--- config.mk ---
export PLATFORM = sky130hd
export DESIGN_NAME = bank_switch_mapper_scanline_irq_unit
export DESIGN_NICKNAME = d
export VERILOG_FILES = /design/src/sv/bsm_pkg.sv /design/src/sv/bank_switch_mapper_scanline_irq_unit.sv /design/src/sv/bsm_in_stage.sv /design/src/sv/bsm_state.sv /design/src/sv/bsm_map.sv
export SDC_FILE = /design/constraint.sdc
export NUM_CORES = 1
export LEC_CHECK = 0
export ABC_AREA = 0
export ABC_CLOCK_PERIOD_IN_PS = 7200
export BUFFER_PORTS_ARGS = -buffer_cell sky130_fd_sc_hd__buf_4
export CORE_UTILIZATION = 41
export CTS_BUF_LIST = sky130_fd_sc_hd__clkbuf_4 sky130_fd_sc_hd__clkbuf_8
export CTS_CLUSTER_SIZE = 12
export DETAILED_ROUTE_END_ITERATION = 10
export PLACE_DENSITY = 0.62
export SLEW_MARGIN = 20
export SYNTH_ARGS = -nofsm -noshare
export SYNTH_HDL_FRONTEND = slang
export SYNTH_HIERARCHICAL = 1
export SYNTH_SLANG_ARGS = --single-unit
--- constraint.sdc ---
create_clock -name clk -period 7.2 [get_ports clk]
set_clock_uncertainty 0.1 [all_clocks]
set_input_delay 1.44 -clock clk [delete_from_list [all_inputs] [get_ports clk]]
set_output_delay 1.44 -clock clk [all_outputs]
set_load 0.02 [all_outputs]
--- src/sv/bsm_pkg.sv ---
`default_nettype none
package bsm_pkg;

  localparam logic [2:0] FN_CPU_READ  = 3'd0;
  localparam logic [2:0] FN_CPU_WRITE = 3'd1;
  localparam logic [2:0] FN_PPU_READ  = 3'd2;
  localparam logic [2:0] FN_TICK      = 3'd3;
  localparam logic [2:0] FN_ACK       = 3'd4;

  localparam logic [1:0] TGT_NONE = 2'd0;
  localparam logic [1:0] TGT_PRG  = 2'd1;
  localparam logic [1:0] TGT_CHR  = 2'd2;
  localparam logic [1:0] TGT_RAM  = 2'd3;

  // 8 KiB windows selected by bus_address[15:13]
  localparam logic [2:0] WIN_PATTERN  = 3'b000;
  localparam logic [2:0] WIN_RAM      = 3'b011;
  localparam logic [2:0] WIN_BANK_SEL = 3'b100;
  localparam logic [2:0] WIN_IRQ_LOAD = 3'b110;
  localparam logic [2:0] WIN_IRQ_EN   = 3'b111;

  // bank register indexes
  localparam logic [2:0] REG_CHR2K_A = 3'd0;
  localparam logic [2:0] REG_CHR2K_B = 3'd1;
  localparam logic [2:0] REG_PRG_A   = 3'd6;
  localparam logic [2:0] REG_PRG_B   = 3'd7;

  localparam logic [7:0] MASK_PRG_BANK = 8'h3f;
  localparam logic [7:0] MASK_CHR_2K   = 8'hfe;

  typedef struct packed {
    logic [2:0]  func;
    logic [15:0] bus_address;
    logic [7:0]  write_data;
  } item_t;

  typedef struct packed {
    logic [7:0][7:0] bank;
    logic            prg_mode;
    logic            chr_mode;
    logic [6:0]      prg_bank_count;
  } map_state_t;

endpackage
`default_nettype wire

--- src/sv/bank_switch_mapper_scanline_irq_unit.sv ---
// Bank mapper with scanline interrupt counter.
// Input channel: in_valid / in_stall carries one item (func, bus_address,
// write_data): cpu read, cpu write, ppu read, scanline tick or irq acknowledge.
// Output channel: out_valid / out_stall returns exactly one item per input:
// target memory, mem_address within it, and irq_active after the item.
// An item is taken at an edge where valid is high and stall is low.
// An accepted item goes through the input register, then mapping and state update
// into the result register, from which it is shown on the output.
// Throughput: one item per cycle while the receiver does not stall.
// When the receiver stalls, the result register holds; one more item can sit
// in the input register, after which in_stall rises until out_stall drops.
// cfg_write / cfg_data load the program bank count at any edge, no wait.
// Reset (rst, synchronous) clears bank registers, modes, the IRQ counter,
// reload, enable and flag, empties both stages and sets the bank count to 2.
`default_nettype none
module bank_switch_mapper_scanline_irq_unit (
  input  wire logic        clk,
  input  wire logic        rst,
  input  wire logic        cfg_write,
  input  wire logic [6:0]  cfg_data,
  input  wire logic        in_valid,
  output logic             in_stall,
  input  wire logic [2:0]  func,
  input  wire logic [15:0] bus_address,
  input  wire logic [7:0]  write_data,
  output logic             out_valid,
  input  wire logic        out_stall,
  output logic [1:0]       target,
  output logic [18:0]      mem_address,
  output logic             irq_active
);
  import bsm_pkg::*;

  item_t      in_item, s1_item;
  map_state_t state;
  logic       s1_valid, s1_fire, out_ready, irq_flag_next;
  logic [1:0] map_target;
  logic [18:0] map_address;

  assign in_item.func        = func;
  assign in_item.bus_address = bus_address;
  assign in_item.write_data  = write_data;

  assign out_ready = !out_valid || !out_stall;
  assign s1_fire   = s1_valid && out_ready;

  bsm_in_stage u_in (
    .clk      (clk),
    .rst      (rst),
    .in_valid (in_valid),
    .in_stall (in_stall),
    .in_item  (in_item),
    .advance  (s1_fire),
    .s1_valid (s1_valid),
    .s1_item  (s1_item)
  );

  bsm_state u_state (
    .clk           (clk),
    .rst           (rst),
    .cfg_write     (cfg_write),
    .cfg_data      (cfg_data),
    .fire          (s1_fire),
    .item          (s1_item),
    .state         (state),
    .irq_flag_next (irq_flag_next)
  );

  bsm_map u_map (
    .item        (s1_item),
    .state       (state),
    .target      (map_target),
    .mem_address (map_address)
  );

  always_ff @(posedge clk) begin
    if (rst) begin
      out_valid <= 1'b0;
    end else if (s1_fire) begin
      out_valid <= 1'b1;
    end else if (!out_stall) begin
      out_valid <= 1'b0;
    end
  end

  always_ff @(posedge clk) begin
    if (s1_fire) begin
      target      <= map_target;
      mem_address <= map_address;
      irq_active  <= irq_flag_next;
    end
  end

  a_stall_has_item: assert property (@(posedge clk) disable iff (rst)
    in_stall |-> s1_valid)
    else $error("in_stall with empty input stage");

  a_none_zero_addr: assert property (@(posedge clk) disable iff (rst)
    (out_valid && target == TGT_NONE) |-> mem_address == 19'd0)
    else $error("nonzero address with no target");

  a_chr_range: assert property (@(posedge clk) disable iff (rst)
    (out_valid && target == TGT_CHR) |-> !mem_address[18])
    else $error("character address out of range");

  a_ack_clears: assert property (@(posedge clk) disable iff (rst)
    (s1_fire && s1_item.func == FN_ACK) |=> (out_valid && !irq_active))
    else $error("acknowledge did not clear irq");

endmodule
`default_nettype wire

--- src/sv/bsm_in_stage.sv ---
`default_nettype none
module bsm_in_stage (
  input  wire logic          clk,
  input  wire logic          rst,
  input  wire logic          in_valid,
  output logic               in_stall,
  input  wire bsm_pkg::item_t in_item,
  input  wire logic          advance,
  output logic               s1_valid,
  output bsm_pkg::item_t     s1_item
);
  import bsm_pkg::*;

  logic accept;

  assign in_stall = s1_valid && !advance;
  assign accept   = in_valid && !in_stall;

  always_ff @(posedge clk) begin
    if (rst) begin
      s1_valid <= 1'b0;
    end else if (accept) begin
      s1_valid <= 1'b1;
    end else if (advance) begin
      s1_valid <= 1'b0;
    end
  end

  always_ff @(posedge clk) begin
    if (accept) begin
      s1_item <= in_item;
    end
  end

endmodule
`default_nettype wire

--- src/sv/bsm_state.sv ---
`default_nettype none
module bsm_state (
  input  wire logic           clk,
  input  wire logic           rst,
  input  wire logic           cfg_write,
  input  wire logic [6:0]     cfg_data,
  input  wire logic           fire,
  input  wire bsm_pkg::item_t item,
  output bsm_pkg::map_state_t state,
  output logic                irq_flag_next
);
  import bsm_pkg::*;

  logic [7:0][7:0] bank_regs;
  logic [2:0]      reg_select, reg_select_next;
  logic            prg_mode, prg_mode_next;
  logic            chr_mode, chr_mode_next;
  logic [7:0]      irq_count, irq_count_next;
  logic [7:0]      irq_reload, irq_reload_next;
  logic            irq_enable, irq_enable_next;
  logic            irq_flag;
  logic [6:0]      prg_bank_count;
  logic            bank_we;
  logic [7:0]      bank_wdata;
  logic [7:0]      count_tick;

  assign count_tick = (irq_count == 8'd0) ? irq_reload : irq_count - 8'd1;

  always_comb begin
    case (reg_select)
      REG_PRG_A, REG_PRG_B:     bank_wdata = item.write_data & MASK_PRG_BANK;
      REG_CHR2K_A, REG_CHR2K_B: bank_wdata = item.write_data & MASK_CHR_2K;
      default:                  bank_wdata = item.write_data;
    endcase
  end

  always_comb begin
    reg_select_next = reg_select;
    prg_mode_next   = prg_mode;
    chr_mode_next   = chr_mode;
    irq_count_next  = irq_count;
    irq_reload_next = irq_reload;
    irq_enable_next = irq_enable;
    irq_flag_next   = irq_flag;
    bank_we         = 1'b0;
    if (fire) begin
      case (item.func)
        FN_CPU_WRITE: begin
          case (item.bus_address[15:13])
            WIN_BANK_SEL: begin
              if (!item.bus_address[0]) begin
                reg_select_next = item.write_data[2:0];
                prg_mode_next   = item.write_data[6];
                chr_mode_next   = item.write_data[7];
              end else begin
                bank_we = 1'b1;
              end
            end
            WIN_IRQ_LOAD: begin
              if (!item.bus_address[0]) begin
                irq_reload_next = item.write_data;
              end else begin
                irq_count_next = 8'd0;
              end
            end
            WIN_IRQ_EN: begin
              if (!item.bus_address[0]) begin
                irq_enable_next = 1'b0;
                irq_flag_next   = 1'b0;
              end else begin
                irq_enable_next = 1'b1;
              end
            end
            default: ;
          endcase
        end
        FN_TICK: begin
          irq_count_next = count_tick;
          if (count_tick == 8'd0 && irq_enable) begin
            irq_flag_next = 1'b1;
          end
        end
        FN_ACK: irq_flag_next = 1'b0;
        default: ;
      endcase
    end
  end

  always_ff @(posedge clk) begin
    if (rst) begin
      bank_regs  <= '0;
      reg_select <= 3'd0;
      prg_mode   <= 1'b0;
      chr_mode   <= 1'b0;
      irq_count  <= 8'd0;
      irq_reload <= 8'd0;
      irq_enable <= 1'b0;
      irq_flag   <= 1'b0;
    end else begin
      if (bank_we) begin
        bank_regs[reg_select] <= bank_wdata;
      end
      reg_select <= reg_select_next;
      prg_mode   <= prg_mode_next;
      chr_mode   <= chr_mode_next;
      irq_count  <= irq_count_next;
      irq_reload <= irq_reload_next;
      irq_enable <= irq_enable_next;
      irq_flag   <= irq_flag_next;
    end
  end

  always_ff @(posedge clk) begin
    if (rst) begin
      prg_bank_count <= 7'd2;
    end else if (cfg_write) begin
      prg_bank_count <= cfg_data;
    end
  end

  assign state.bank           = bank_regs;
  assign state.prg_mode       = prg_mode;
  assign state.chr_mode       = chr_mode;
  assign state.prg_bank_count = prg_bank_count;

endmodule
`default_nettype wire

--- src/sv/bsm_map.sv ---
`default_nettype none
module bsm_map (
  input  wire bsm_pkg::item_t      item,
  input  wire bsm_pkg::map_state_t state,
  output logic [1:0]               target,
  output logic [18:0]              mem_address
);
  import bsm_pkg::*;

  logic [6:0] last_full, second_full;
  logic [5:0] prg_bank;
  logic [2:0] slot;
  logic [7:0] chr_bank;
  logic [1:0] win;

  assign last_full   = state.prg_bank_count - 7'd1;
  assign second_full = state.prg_bank_count - 7'd2;
  assign win         = item.bus_address[14:13];
  assign slot        = item.bus_address[12:10] ^ {state.chr_mode, 2'b00};

  always_comb begin
    case (win)
      2'd1:    prg_bank = state.bank[REG_PRG_B][5:0];
      2'd3:    prg_bank = last_full[5:0];
      default: begin
        if ((win == 2'd0) == !state.prg_mode) begin
          prg_bank = state.bank[REG_PRG_A][5:0];
        end else begin
          prg_bank = second_full[5:0];
        end
      end
    endcase
  end

  always_comb begin
    if (!slot[2]) begin
      chr_bank = state.bank[{2'b00, slot[1]}] + {7'd0, slot[0]};
    end else begin
      chr_bank = state.bank[slot - 3'd2];
    end
  end

  always_comb begin
    target      = TGT_NONE;
    mem_address = 19'd0;
    case (item.func)
      FN_CPU_READ: begin
        if (item.bus_address[15:13] == WIN_RAM) begin
          target      = TGT_RAM;
          mem_address = {6'd0, item.bus_address[12:0]};
        end else if (item.bus_address[15]) begin
          target      = TGT_PRG;
          mem_address = {prg_bank, item.bus_address[12:0]};
        end
      end
      FN_PPU_READ: begin
        if (item.bus_address[15:13] == WIN_PATTERN) begin
          target      = TGT_CHR;
          mem_address = {1'b0, chr_bank, item.bus_address[9:0]};
        end
      end
      default: ;
    endcase
  end

endmodule
`default_nettype wire
==> PnR_summary.wiki, run 1 <==
{| class="wikitable"
! Metric !! Value
|-
| DR WL/cell || 16.7 um
|-
| Antenna viol nets, final || 0
|-
| Worst EP required || 5.66 ns
|-
| Via-to-Cell Ratio || 5.29
|-
| Highest net fanout along the worst path || 26
|-
| Post-placement setup slack || 2.95 ns
|-
| Insertion delay to the later sink of the worst-skew pair || 0.45 ns
|-
| P per Cell Area || roughly 210 nW/um^2
|-
| Peak VDD IR || 0.137 mV
|-
| Clock root buffer || clkbuf_8
|-
| TritonCTS sink count || 140
|-
| Final Max Slew Viols || 0
|-
| Die outline height || 128 um
|-
| Area of the die || 16500 sq um
|-
| Reg-to-reg startpoint || u_in/s1_item[21]
|-
| Placed wire-length estimate after detailed placement || 10100 um
|-
| Worst setup SP type || primary input
|-
| Minimum period implied by the final worst setup slack || about 3.8 ns
|-
| Router iterations before antenna repair || 5
|-
| Largest net degree at the start of global routing || 73
|-
| Buffers plus inverters on the worst setup path || 3
|-
| Unrepaired setup endpoints after global routing || no
|-
| Final cell area excluding filler cells || between 7000 and 8000 sq um
|-
| Cell area after placement || around 7100 sq um
|-
| Most common cell after layout, fill and taps aside || dfxtp_1
|-
| Number of hold buffers added after cts || 0
|-
| Final std cells w/o fill || 877
|-
| Cell area after synthesis || 6550 sq um
|-
| HP Start || u_state/state[41]
|-
| RD Place Congestion || 0.875
|-
| Number of placed I/O pins || 63
|-
| Class of the worst hold path || register to register
|-
| Flop-to-flop setup slack || 4.36 ns
|-
| Max-cap violations || 0
|-
| DRC violations left || 0
|-
| Number of nets in the layout || 703
|-
| Top library cells by usage in the layout, fill and taps aside || 91 x dfxtp_1, 85 x mux2i_1, 75 x nor2_1
|-
| Yosys warns || 6
|-
| H-tree lvl count || 4
|-
| Register-to-Register Path Depth || 5
|-
| Setup slack of the critical path after layout || 3.41 ns
|-
| Number of input and output port buffers inserted || 61
|-
| Total power consumption of the routed design || between 0.0015 and 0.002 W
|-
| Final hold violations || 0
|-
| Initial antenna violation count || 0
|-
| Longest individual stage delay on the worst path || 0.32 ns
|-
| Transition time at the pin with the least slew margin || 0.807 ns
|-
| Fin crit share || roughly 53%
|-
| Num CTS Buffers || 17
|-
| Fillers || 1402
|-
| End of the worst hold path || u_state/state[41]
|-
| Initial detailed-routing violation count || between 300 and 400
|-
| Cells traversed along the worst timing path || buf_4, a21boi_2, buf_4, nor2b_4, buf_4
|-
| Overall die width || 128 um
|-
| Critical path start-end classification || primary input to primary output
|-
| Crit path top cell by count || buf_4
|-
| Global-route usage over all layers || 18.8%
|-
| Crit-path slowest cell || buf_4
|-
| Initial cell density of the core || around 43%
|-
| Fin Setup TNS || 0 ns
|-
| Cell leakage power || roughly 2.9 nW
|-
| Core Footprint || 15400 sq um
|-
| Post-CTS Setup Repair Bufs || 0
|-
| Synthesized netlist net count || 655
|-
| Final setup viols || 0
|-
| Vias after detailed routing || 4637
|-
| Max Clock Freq || 264 MHz
|-
| Number of antenna diodes || 0
|-
| Relative max-transition margin || approximately 46%
|-
| Synthesized netlist cell count || 605
|-
| Avg Inst Size Synth || 10.8 sq um
|-
| Placed Cells incl. Taps || 845
|-
| Fraction of layout cells with a size suffix above 1 || 20.3%
|-
| Worst setup EP type || primary output
|-
| Arrival time at the worst endpoint || 2.25 ns
|-
| Synthesis-to-finish area growth || 15.2%
|-
| Run status || completed
|-
| End of the worst register-to-register path || u_state/state[51]
|-
| TritonCTS clock tree || built
|-
| GR Overflow Total || 0
|-
| Max Root-Sink Buffers || 2
|-
| Top Family by Delay on Critical Path || buffers and inverters
|-
| Wire length of the first global-routing pass || 23200 um
|-
| Via count of the first global-routing pass || 4291
|-
| Total Wirelength || 14700 um
|-
| Cell Rows || 45
|-
| Register clock-pin slew on the reported worst setup and hold paths || 0.07 ns
|-
| Worst Hold Path Cells || 2
|-
| Number of gates given a new drive strength after cts || 0
|}
-- flip-flops by register name, summed over array words and instances, names as in the netlist --
| signal | flops |
|---|---|
| u_state/state | 60 |
| u_in/s1_item | 27 |
| mem_address | 19 |
| u_state/irq_count | 8 |
| u_state/irq_reload | 8 |
| u_state/prg_bank_count | 6 |
| u_state/reg_select | 3 |
| target | 2 |
| irq_active | 1 |
| out_valid | 1 |
| u_in/s1_valid | 1 |
| u_state/chr_mode | 1 |
| u_state/irq_enable | 1 |
| u_state/irq_flag | 1 |
| u_state/prg_mode | 1 |
-- worst min-delay path: stages, from the launching register on --
cell	delay (ns)
dfxtp_1	0.31
nand2_1	0.05
mux2i_1	0.05
-- stage by stage --
step	util (%)	hold slack, ns
2_1_floorplan	-	0.332
3_3_place_gp	46.5	0.340
3_5_place_dp	46.5	0.345
4_1_cts	49.1	0.363
5_1_grt	49.1	0.388
6_report	49.1	0.362
-- report_power, final --
group	internal [W]	switching (W)	total, W
sequential	0.000841	0.0000242	0.000865
combinational	0.0000476	0.0000580	0.000106
clock	0.000322	0.000306	0.000628
-- layout make-up --
type                            count  area (sq um)  area share [%]
Tap cell                          211           264            3.50
Timing Repair Buffer               68           510            6.77
Sequential cell                   140          3290            43.6
Clock buffer                       19           255            3.38
Inverter                           11          41.3           0.547
Multi-Input combinational cell    415          3040            40.3
Clock inverter                     13           144            1.91
-- worst max path at each step --
| stage | startpoint | to | slack, ns | cells past startpoint |
|---|---|---|---|---|
| 6_report | out_stall | in_stall | 3.41 | 5 |
| 5_1_grt | out_stall | in_stall | 3.33 | 5 |
| 3_5_place_dp | out_stall | u_state/state[60] | 2.95 | 8 |
| 2_1_floorplan | out_stall | u_in/s1_item[0] | 2.47 | 3 |
| 3_3_place_gp | out_stall | u_state/state[62] | 3.06 | 8 |
| 4_1_cts | out_stall | in_stall | 3.39 | 5 |
-- layer usage --
layer / global-route usage, % / vias up / wire, um
met2: 29.0 / 107 / 6750
met3: 4.74 / 11 / 587
met4: 5.95 / 0 / 121
met5: 0 / - / 0
met1: 25.8 / 2254 / 7220
li1: - / 2265 / -
Power figures use the tool's default switching activity.
==> inputs of run 2 (changes only) <==
--- a/config.mk
+++ b/config.mk
@@ -6,13 +6,13 @@
 export NUM_CORES = 1
 export LEC_CHECK = 0
 export ABC_AREA = 0
-export ABC_CLOCK_PERIOD_IN_PS = 7200
+export ABC_CLOCK_PERIOD_IN_PS = 3100
 export BUFFER_PORTS_ARGS = -buffer_cell sky130_fd_sc_hd__buf_4
 export CORE_UTILIZATION = 41
 export CTS_BUF_LIST = sky130_fd_sc_hd__clkbuf_4 sky130_fd_sc_hd__clkbuf_8
 export CTS_CLUSTER_SIZE = 12
 export DETAILED_ROUTE_END_ITERATION = 10
-export PLACE_DENSITY = 0.62
+export PLACE_DENSITY = 0.64
 export SLEW_MARGIN = 20
 export SYNTH_ARGS = -nofsm -noshare
 export SYNTH_HDL_FRONTEND = slang
==> constraint.sdc (replaced) <==
create_clock -name clk -period 3.1 [get_ports clk]
set_clock_uncertainty 0.1 [all_clocks]
set_input_delay 0.62 -clock clk [delete_from_list [all_inputs] [get_ports clk]]
set_output_delay 0.62 -clock clk [all_outputs]
set_load 0.02 [all_outputs]
==> PnR_summary.wiki, run 2 (same netlist as run 1, synthesis figures left out) <==
{| class="wikitable"
! Metric !! Value
|-
| Initial cell density of the core || 42.6% (unchanged)
|-
| Global routing met2 resource utilization || 32.1% (was 29.0%)
|-
| Final setup viols || 0 (unchanged)
|-
| Total Wirelength || 15000 um (was 14700 um)
|-
| TritonCTS sink count || 140 (unchanged)
|-
| P per Cell Area || 483 nW/um^2 (was 212 nW/um^2)
|-
| Initial antenna violation count || 0 (unchanged)
|-
| Worst setup SP type || register (was primary input)
|-
| Finished Core Util || 49.3% (was 49.1%)
|-
| Met1 track demand over resource in global routing || 23.8% (was 25.8%)
|-
| Unrepaired setup endpoints after global routing || no (unchanged)
|-
| Cell leakage power || 2.93 nW (was 2.91 nW)
|-
| Via-to-Cell Ratio || 5.34 (was 5.29)
|-
| Clock root buffer || clkbuf_8 (unchanged)
|-
| Number of flip-flops in the largest register || 60 (unchanged)
|-
| Worst hold slack across all endpoints || 0.256 ns (was 0.362 ns)
|-
| Number of antenna diodes || 0 (unchanged)
|-
| Vias after detailed routing || 4719 (was 4637)
|-
| Minimum period implied by the final worst setup slack || ~2.6 ns
|-
| Final hold violations || 0 (unchanged)
|-
| Max Root-Sink Buffers || 2 (unchanged)
|-
| Max Clock Freq || 391 MHz
|-
| Met3 layer usage reported by global route || 5.24% (was 4.74%)
|-
| Post-CTS Setup Repair Bufs || 0 (unchanged)
|-
| Transition time at the pin with the least slew margin || 0.838 ns (was 0.807 ns)
|-
| Global-route usage over all layers || 19.2% (was 18.8%)
|-
| Class of the worst hold path || primary input to register (was register to register)
|-
| Synthesis-to-finish area growth || 15.7% (was 15.2%)
|-
| H-tree lvl count || 4 (unchanged)
|-
| Number of input and output port buffers inserted || 61 (unchanged)
|-
| Placed wire-length estimate after detailed placement || 10400 um (was 10100 um)
|-
| Peak VDD IR || 0.315 mV (was 0.137 mV)
|-
| Number of placed I/O pins || 63 (unchanged)
|-
| Setup slack of the critical path after layout || 0.543 ns (was 3.41 ns)
|-
| Run status || completed (unchanged)
|-
| Die outline height || 128 um (unchanged)
|-
| Via count of the first global-routing pass || 4649 (was 4291)
|-
| Max-cap violations || 0 (unchanged)
|-
| Most Used Layer, Global Route || met2 (unchanged)
|-
| Overall die width || 128 um (unchanged)
|-
| Num CTS Buffers || 17 (unchanged)
|-
| Worst EP required || 3.25 ns (was 5.66 ns)
|-
| GR Overflow Total || 0 (unchanged)
|-
| Antenna viol nets, final || 0 (unchanged)
|-
| Critical path start-end classification || register to register (was primary input to primary output)
|-
| Worst setup EP type || register (was primary output)
|-
| Initial detailed-routing violation count || 337 (was 308)
|-
| Number of gates given a new drive strength after cts || 0 (unchanged)
|-
| Post-placement setup slack || 0.472 ns (was 2.95 ns)
|-
| Cell Rows || 45 (unchanged)
|-
| Fin crit share || 82.5%
|-
| Wire length of the first global-routing pass || 24000 um (was 23200 um)
|-
| Fin Setup TNS || 0 ns (unchanged)
|-
| Fraction of layout cells with a size suffix above 1 || 20.4% (was 20.3%)
|-
| Number of nets in the layout || 710 (was 703)
|-
| Final std cells w/o fill || 884 (was 877)
|-
| Placed Cells incl. Taps || 852 (was 845)
|-
| Number of hold buffers added after cts || 0 (unchanged)
|-
| Arrival time at the worst endpoint || 2.70 ns (was 2.25 ns)
|-
| Most common cell after layout, fill and taps aside || dfxtp_1 (unchanged)
|-
| Core Footprint || 15400 sq um (unchanged)
|-
| Top library cells by usage in the layout, fill and taps aside || 91 x dfxtp_1, 85 x mux2i_1, 75 x nor2_1, 75 x buf_4, 49 x edfxtp_1 (was 91 x dfxtp_1, 85 x mux2i_1, 75 x nor2_1)
|-
| Relative max-transition margin || 44.1% (was 46.2%)
|-
| Insertion delay to the later sink of the worst-skew pair || 0.44 ns (was 0.45 ns)
|-
| Final Max Slew Viols || 0 (unchanged)
|-
| Area of the die || 16500 sq um (unchanged)
|-
| DR WL/cell || 16.9 um (was 16.7 um)
|-
| TritonCTS clock tree || built (unchanged)
|-
| DRC violations left || 0 (unchanged)
|-
| Largest net degree at the start of global routing || 43 (was 73)
|-
| Register clock-pin slew on the reported worst setup and hold paths || 0.08 ns (was 0.07 ns)
|-
| Router iterations before antenna repair || 5 (unchanged)
|-
| RD Place Congestion || 0.842 (was 0.875)
|-
| Highest net fanout along the worst path || 9 (was 26)
|}
-- run 2: per-stage QoR --
stage / power [W] / instance area, sq um
global route: 0.00382 / 7570
floorplan: 0.00219 / 6560
detailed placement: 0.00231 / 7190
global placement: 0.00230 / 7190
CTS: 0.00371 / 7570
finish: 0.00366 / 7570
-- run 2: worst max-delay path, cell delays in order (launching register included) --
cell	delay [ns]
dfxtp_1	0.42
inv_1	0.12
ha_1	0.22
nor3b_1	0.46
nand2_1	0.32
nor3_1	0.29
o22ai_1	0.18
o41ai_1	0.25
-- run 2: report_power, final --
part | leakage [nW] | internal, W | total, W | switching (W)
sequential | 1.20 | 0.00195 | 0.00200 | 0.0000514
clock | 0.179 | 0.000709 | 0.00140 | 0.000689
combinational | 1.55 | 0.000113 | 0.000259 | 0.000145
total | 2.93 | 0.00278 | 0.00366 | 0.000886
-- run 2: metal layers --
| metal | routed length, um | share of wire, % |
|---|---|---|
| met3 | 914 | 6.1 |
| met1 | 6770 | 45 |
| met4 | 189 | 1.3 |
| met5 | 0 | 0 |
| met2 | 7100 | 47 |
-- run 2: worst paths after layout --
kind	endpoint	slack, ns	startpoint	cells past startpoint
setup / recovery	irq_active	0.54	u_state/irq_count[0]	7
setup reg to reg	irq_active	0.54	u_state/irq_count[0]	7
hold / removal	u_in/s1_item[16]	0.26	bus_address[8]	1
hold reg to reg	u_state/state[31]	0.36	u_state/state[31]	2
-- run 2: area by class of cell --
class / instances / area, sq um
fillers: 1390 / 7800
flip-flops and latches: 140 / 3290
multi-input cells: 415 / 3030
repair buffers: 75 / 563
well taps: 211 / 264
clock buffers: 17 / 234
clock inverters: 15 / 146
inverters: 11 / 41.3
==> inputs of run 3 (changes only) <==
--- a/config.mk
+++ b/config.mk
@@ -6,13 +6,13 @@
 export NUM_CORES = 1
 export LEC_CHECK = 0
 export ABC_AREA = 0
-export ABC_CLOCK_PERIOD_IN_PS = 3100
+export ABC_CLOCK_PERIOD_IN_PS = 2500
 export BUFFER_PORTS_ARGS = -buffer_cell sky130_fd_sc_hd__buf_4
 export CORE_UTILIZATION = 41
 export CTS_BUF_LIST = sky130_fd_sc_hd__clkbuf_4 sky130_fd_sc_hd__clkbuf_8
 export CTS_CLUSTER_SIZE = 12
 export DETAILED_ROUTE_END_ITERATION = 10
-export PLACE_DENSITY = 0.64
+export PLACE_DENSITY = 0.62
 export SLEW_MARGIN = 20
 export SYNTH_ARGS = -nofsm -noshare
 export SYNTH_HDL_FRONTEND = slang
==> constraint.sdc (replaced) <==
create_clock -name clk -period 2.5 [get_ports clk]
set_clock_uncertainty 0.1 [all_clocks]
set_input_delay 0.5 -clock clk [delete_from_list [all_inputs] [get_ports clk]]
set_output_delay 0.5 -clock clk [all_outputs]
set_load 0.02 [all_outputs]
==> PnR_summary.wiki, run 3 (same netlist as run 1, synthesis figures left out) <==
{| class="wikitable"
! Metric !! Value
|-
| Run status || completed (unchanged)
|-
| Worst setup EP type || register (unchanged)
|-
| Cell Rows || 45 (unchanged)
|-
| Met1 track demand over resource in global routing || 24.8% (was 23.8%)
|-
| Global-route usage over all layers || 19.1% (was 19.2%)
|-
| Initial cell density of the core || 42.6% (unchanged)
|-
| Longest individual stage delay on the worst path || 0.45 ns (was 0.46 ns)
|-
| Most Used Layer, Global Route || met2 (unchanged)
|-
| Initial antenna violation count || 0 (unchanged)
|-
| Final std cells w/o fill || 895 (was 884)
|-
| Router iterations before antenna repair || 5 (unchanged)
|-
| Number of flip-flops in the largest register || 60 (unchanged)
|-
| Placed wire-length estimate after detailed placement || 10300 um (was 10400 um)
|-
| Buffers plus inverters on the worst setup path || 0 (was 1)
|-
| Highest net fanout along the worst path || 4 (was 9)
|-
| GR Overflow Total || 0 (unchanged)
|-
| Cell leakage power || 2.99 nW (was 2.93 nW)
|-
| Vias after detailed routing || 4694 (was 4719)
|-
| Crit path top cell by count || ha_1
|-
| Most common cell after layout, fill and taps aside || dfxtp_1 (unchanged)
|-
| Number of hold buffers added after cts || 0 (unchanged)
|-
| Die outline height || 128 um (unchanged)
|-
| Insertion delay to the later sink of the worst-skew pair || 0.44 ns (about the same)
|-
| Final setup viols || 0 (unchanged)
|-
| RD Place Congestion || 0.816 (was 0.842)
|-
| Post-placement setup slack || 0.129 ns (was 0.472 ns)
|-
| Worst EP required || 2.58 ns (was 3.25 ns)
|-
| Global routing met2 resource utilization || 31.0% (was 32.1%)
|-
| Total Wirelength || 14800 um (was 15000 um)
|-
| Initial detailed-routing violation count || 413 (was 337)
|-
| DR WL/cell || 16.5 um (was 16.9 um)
|-
| Class of the worst hold path || primary input to register (unchanged)
|-
| Unrepaired setup endpoints after global routing || no (unchanged)
|-
| Number of nets in the layout || 721 (was 710)
|-
| Number of placed I/O pins || 63 (unchanged)
|-
| Top library cells by usage in the layout, fill and taps aside || 91 x dfxtp_1, 85 x buf_4, 84 x mux2i_1 (was 91 x dfxtp_1, 85 x mux2i_1, 75 x nor2_1, 75 x buf_4, 49 x edfxtp_1)
|-
| Fraction of layout cells with a size suffix above 1 || 22.4% (was 20.4%)
|-
| Critical path start-end classification || register to register (unchanged)
|-
| Crit-path slowest cell || edfxtp_1 (was nor3b_1)
|-
| Max-cap violations || 0 (unchanged)
|-
| Register clock-pin slew on the reported worst setup and hold paths || 0.08 ns (about the same)
|-
| Relative max-transition margin || 55.8% (was 44.1%)
|-
| Synthesis-to-finish area growth || 17.1% (was 15.7%)
|-
| Minimum period implied by the final worst setup slack || 2.40 ns (was 2.56 ns)
|-
| Worst setup SP type || register (unchanged)
|-
| Final Max Slew Viols || 0 (unchanged)
|-
| Overall die width || 128 um (unchanged)
|-
| Fin crit share || 96.1% (was 82.5%)
|-
| Fin Setup TNS || 0 ns (unchanged)
|-
| Final hold violations || 0 (unchanged)
|-
| Core Footprint || 15400 sq um (unchanged)
|-
| H-tree lvl count || 4 (unchanged)
|-
| Via-to-Cell Ratio || 5.24 (was 5.34)
|-
| P per Cell Area || 585 nW/um^2 (was 483 nW/um^2)
|-
| Max Root-Sink Buffers || 2 (unchanged)
|-
| Wire length of the first global-routing pass || 23800 um (was 24000 um)
|-
| Number of antenna diodes || 0 (unchanged)
|-
| Finished Core Util || 49.9% (was 49.3%)
|-
| TritonCTS clock tree || built (unchanged)
|-
| Setup slack of the critical path after layout || 0.0965 ns (was 0.543 ns)
|-
| Met3 layer usage reported by global route || 4.74% (was 5.24%)
|-
| Num CTS Buffers || 17 (unchanged)
|-
| Arrival time at the worst endpoint || 2.48 ns (was 2.70 ns)
|-
| Area of the die || 16500 sq um (unchanged)
|-
| Largest net degree at the start of global routing || 64 (was 43)
|-
| TritonCTS sink count || 140 (unchanged)
|-
| Number of input and output port buffers inserted || 61 (unchanged)
|-
| Cells traversed along the worst timing path || mux2_2, ha_1, ha_1, nand4b_1, a22oi_2, xnor2_1, mux2i_2, o22ai_1 (was inv_1, ha_1, nor3b_1, nand2_1, nor3_1, o22ai_1, o41ai_1)
|-
| Top Family by Delay on Critical Path || multiplexers (was simple AND/OR/NAND/NOR gates)
|-
| DRC violations left || 0 (unchanged)
|-
| Peak VDD IR || 0.453 mV (was 0.315 mV)
|-
| Antenna viol nets, final || 0 (unchanged)
|-
| Transition time at the pin with the least slew margin || 0.658 ns (was 0.838 ns)
|-
| Clock root buffer || clkbuf_8 (unchanged)
|-
| Placed Cells incl. Taps || 863 (was 852)
|-
| Cell area after placement || 7300 sq um (was 7190 sq um)
|-
| Via count of the first global-routing pass || 4582 (was 4649)
|-
| Max Clock Freq || 416 MHz (was 391 MHz)
|-
| Final cell area excluding filler cells || 7670 sq um (was 7570 sq um)
|}
==> run 3: power breakdown <==
part	switching, W	total, W	leakage [nW]	internal, W
registers	0.0000578	0.00248	1.20	0.00242
clock network	0.000878	0.00167	0.175	0.000796
logic	0.000186	0.000337	1.62	0.000150
==> run 3: per-layer routing <==
layer / part of all wire (%) / up-vias
met2: 47 / 122
met4: 1.2 / 0
met1: 47 / 2259
met3: 4.7 / 13
met5: 0 / -
li1: - / 2300
==> run 3: path summary, 6_finish.rpt <==
path,start,to,slack (ns),cells past startpoint
setup / recovery,u_in/s1_item[19],mem_address[16],0.1,8
hold reg to reg,u_state/state[47],u_state/state[47],0.36,2
hold / removal,write_data[3],u_in/s1_item[3],0.13,1
setup reg to reg,u_in/s1_item[19],mem_address[16],0.1,8
==> run 3: timing repair <==
action / 4_1_cts / 5_1_grt
setup endpoints to repair: 0 / 1
resized for setup: 0 / 1
hold endpoints to repair: 0 / 0
setup buffers: 0 / 0
==> run 3: stage by stage <==
| stage | hold WS [ns] | total power, W |
|---|---|---|
| after global routing | 0.0965 | 0.00468 |
| after detailed placement | 0.346 | 0.00287 |
| after floorplan | 0.332 | 0.00271 |
| final | 0.129 | 0.00449 |
| after global placement | 0.339 | 0.00286 |
| after CTS | 0.103 | 0.00455 |
==> run 3: area by class of cell <==
cell class	count	area, sq um
multi-input cells	415	3050
repair buffers	86	658
clock buffers	18	241
well taps	211	264
flip-flops and latches	140	3290
clock inverters	14	121
fillers	1399	7700
inverters	11	41.3
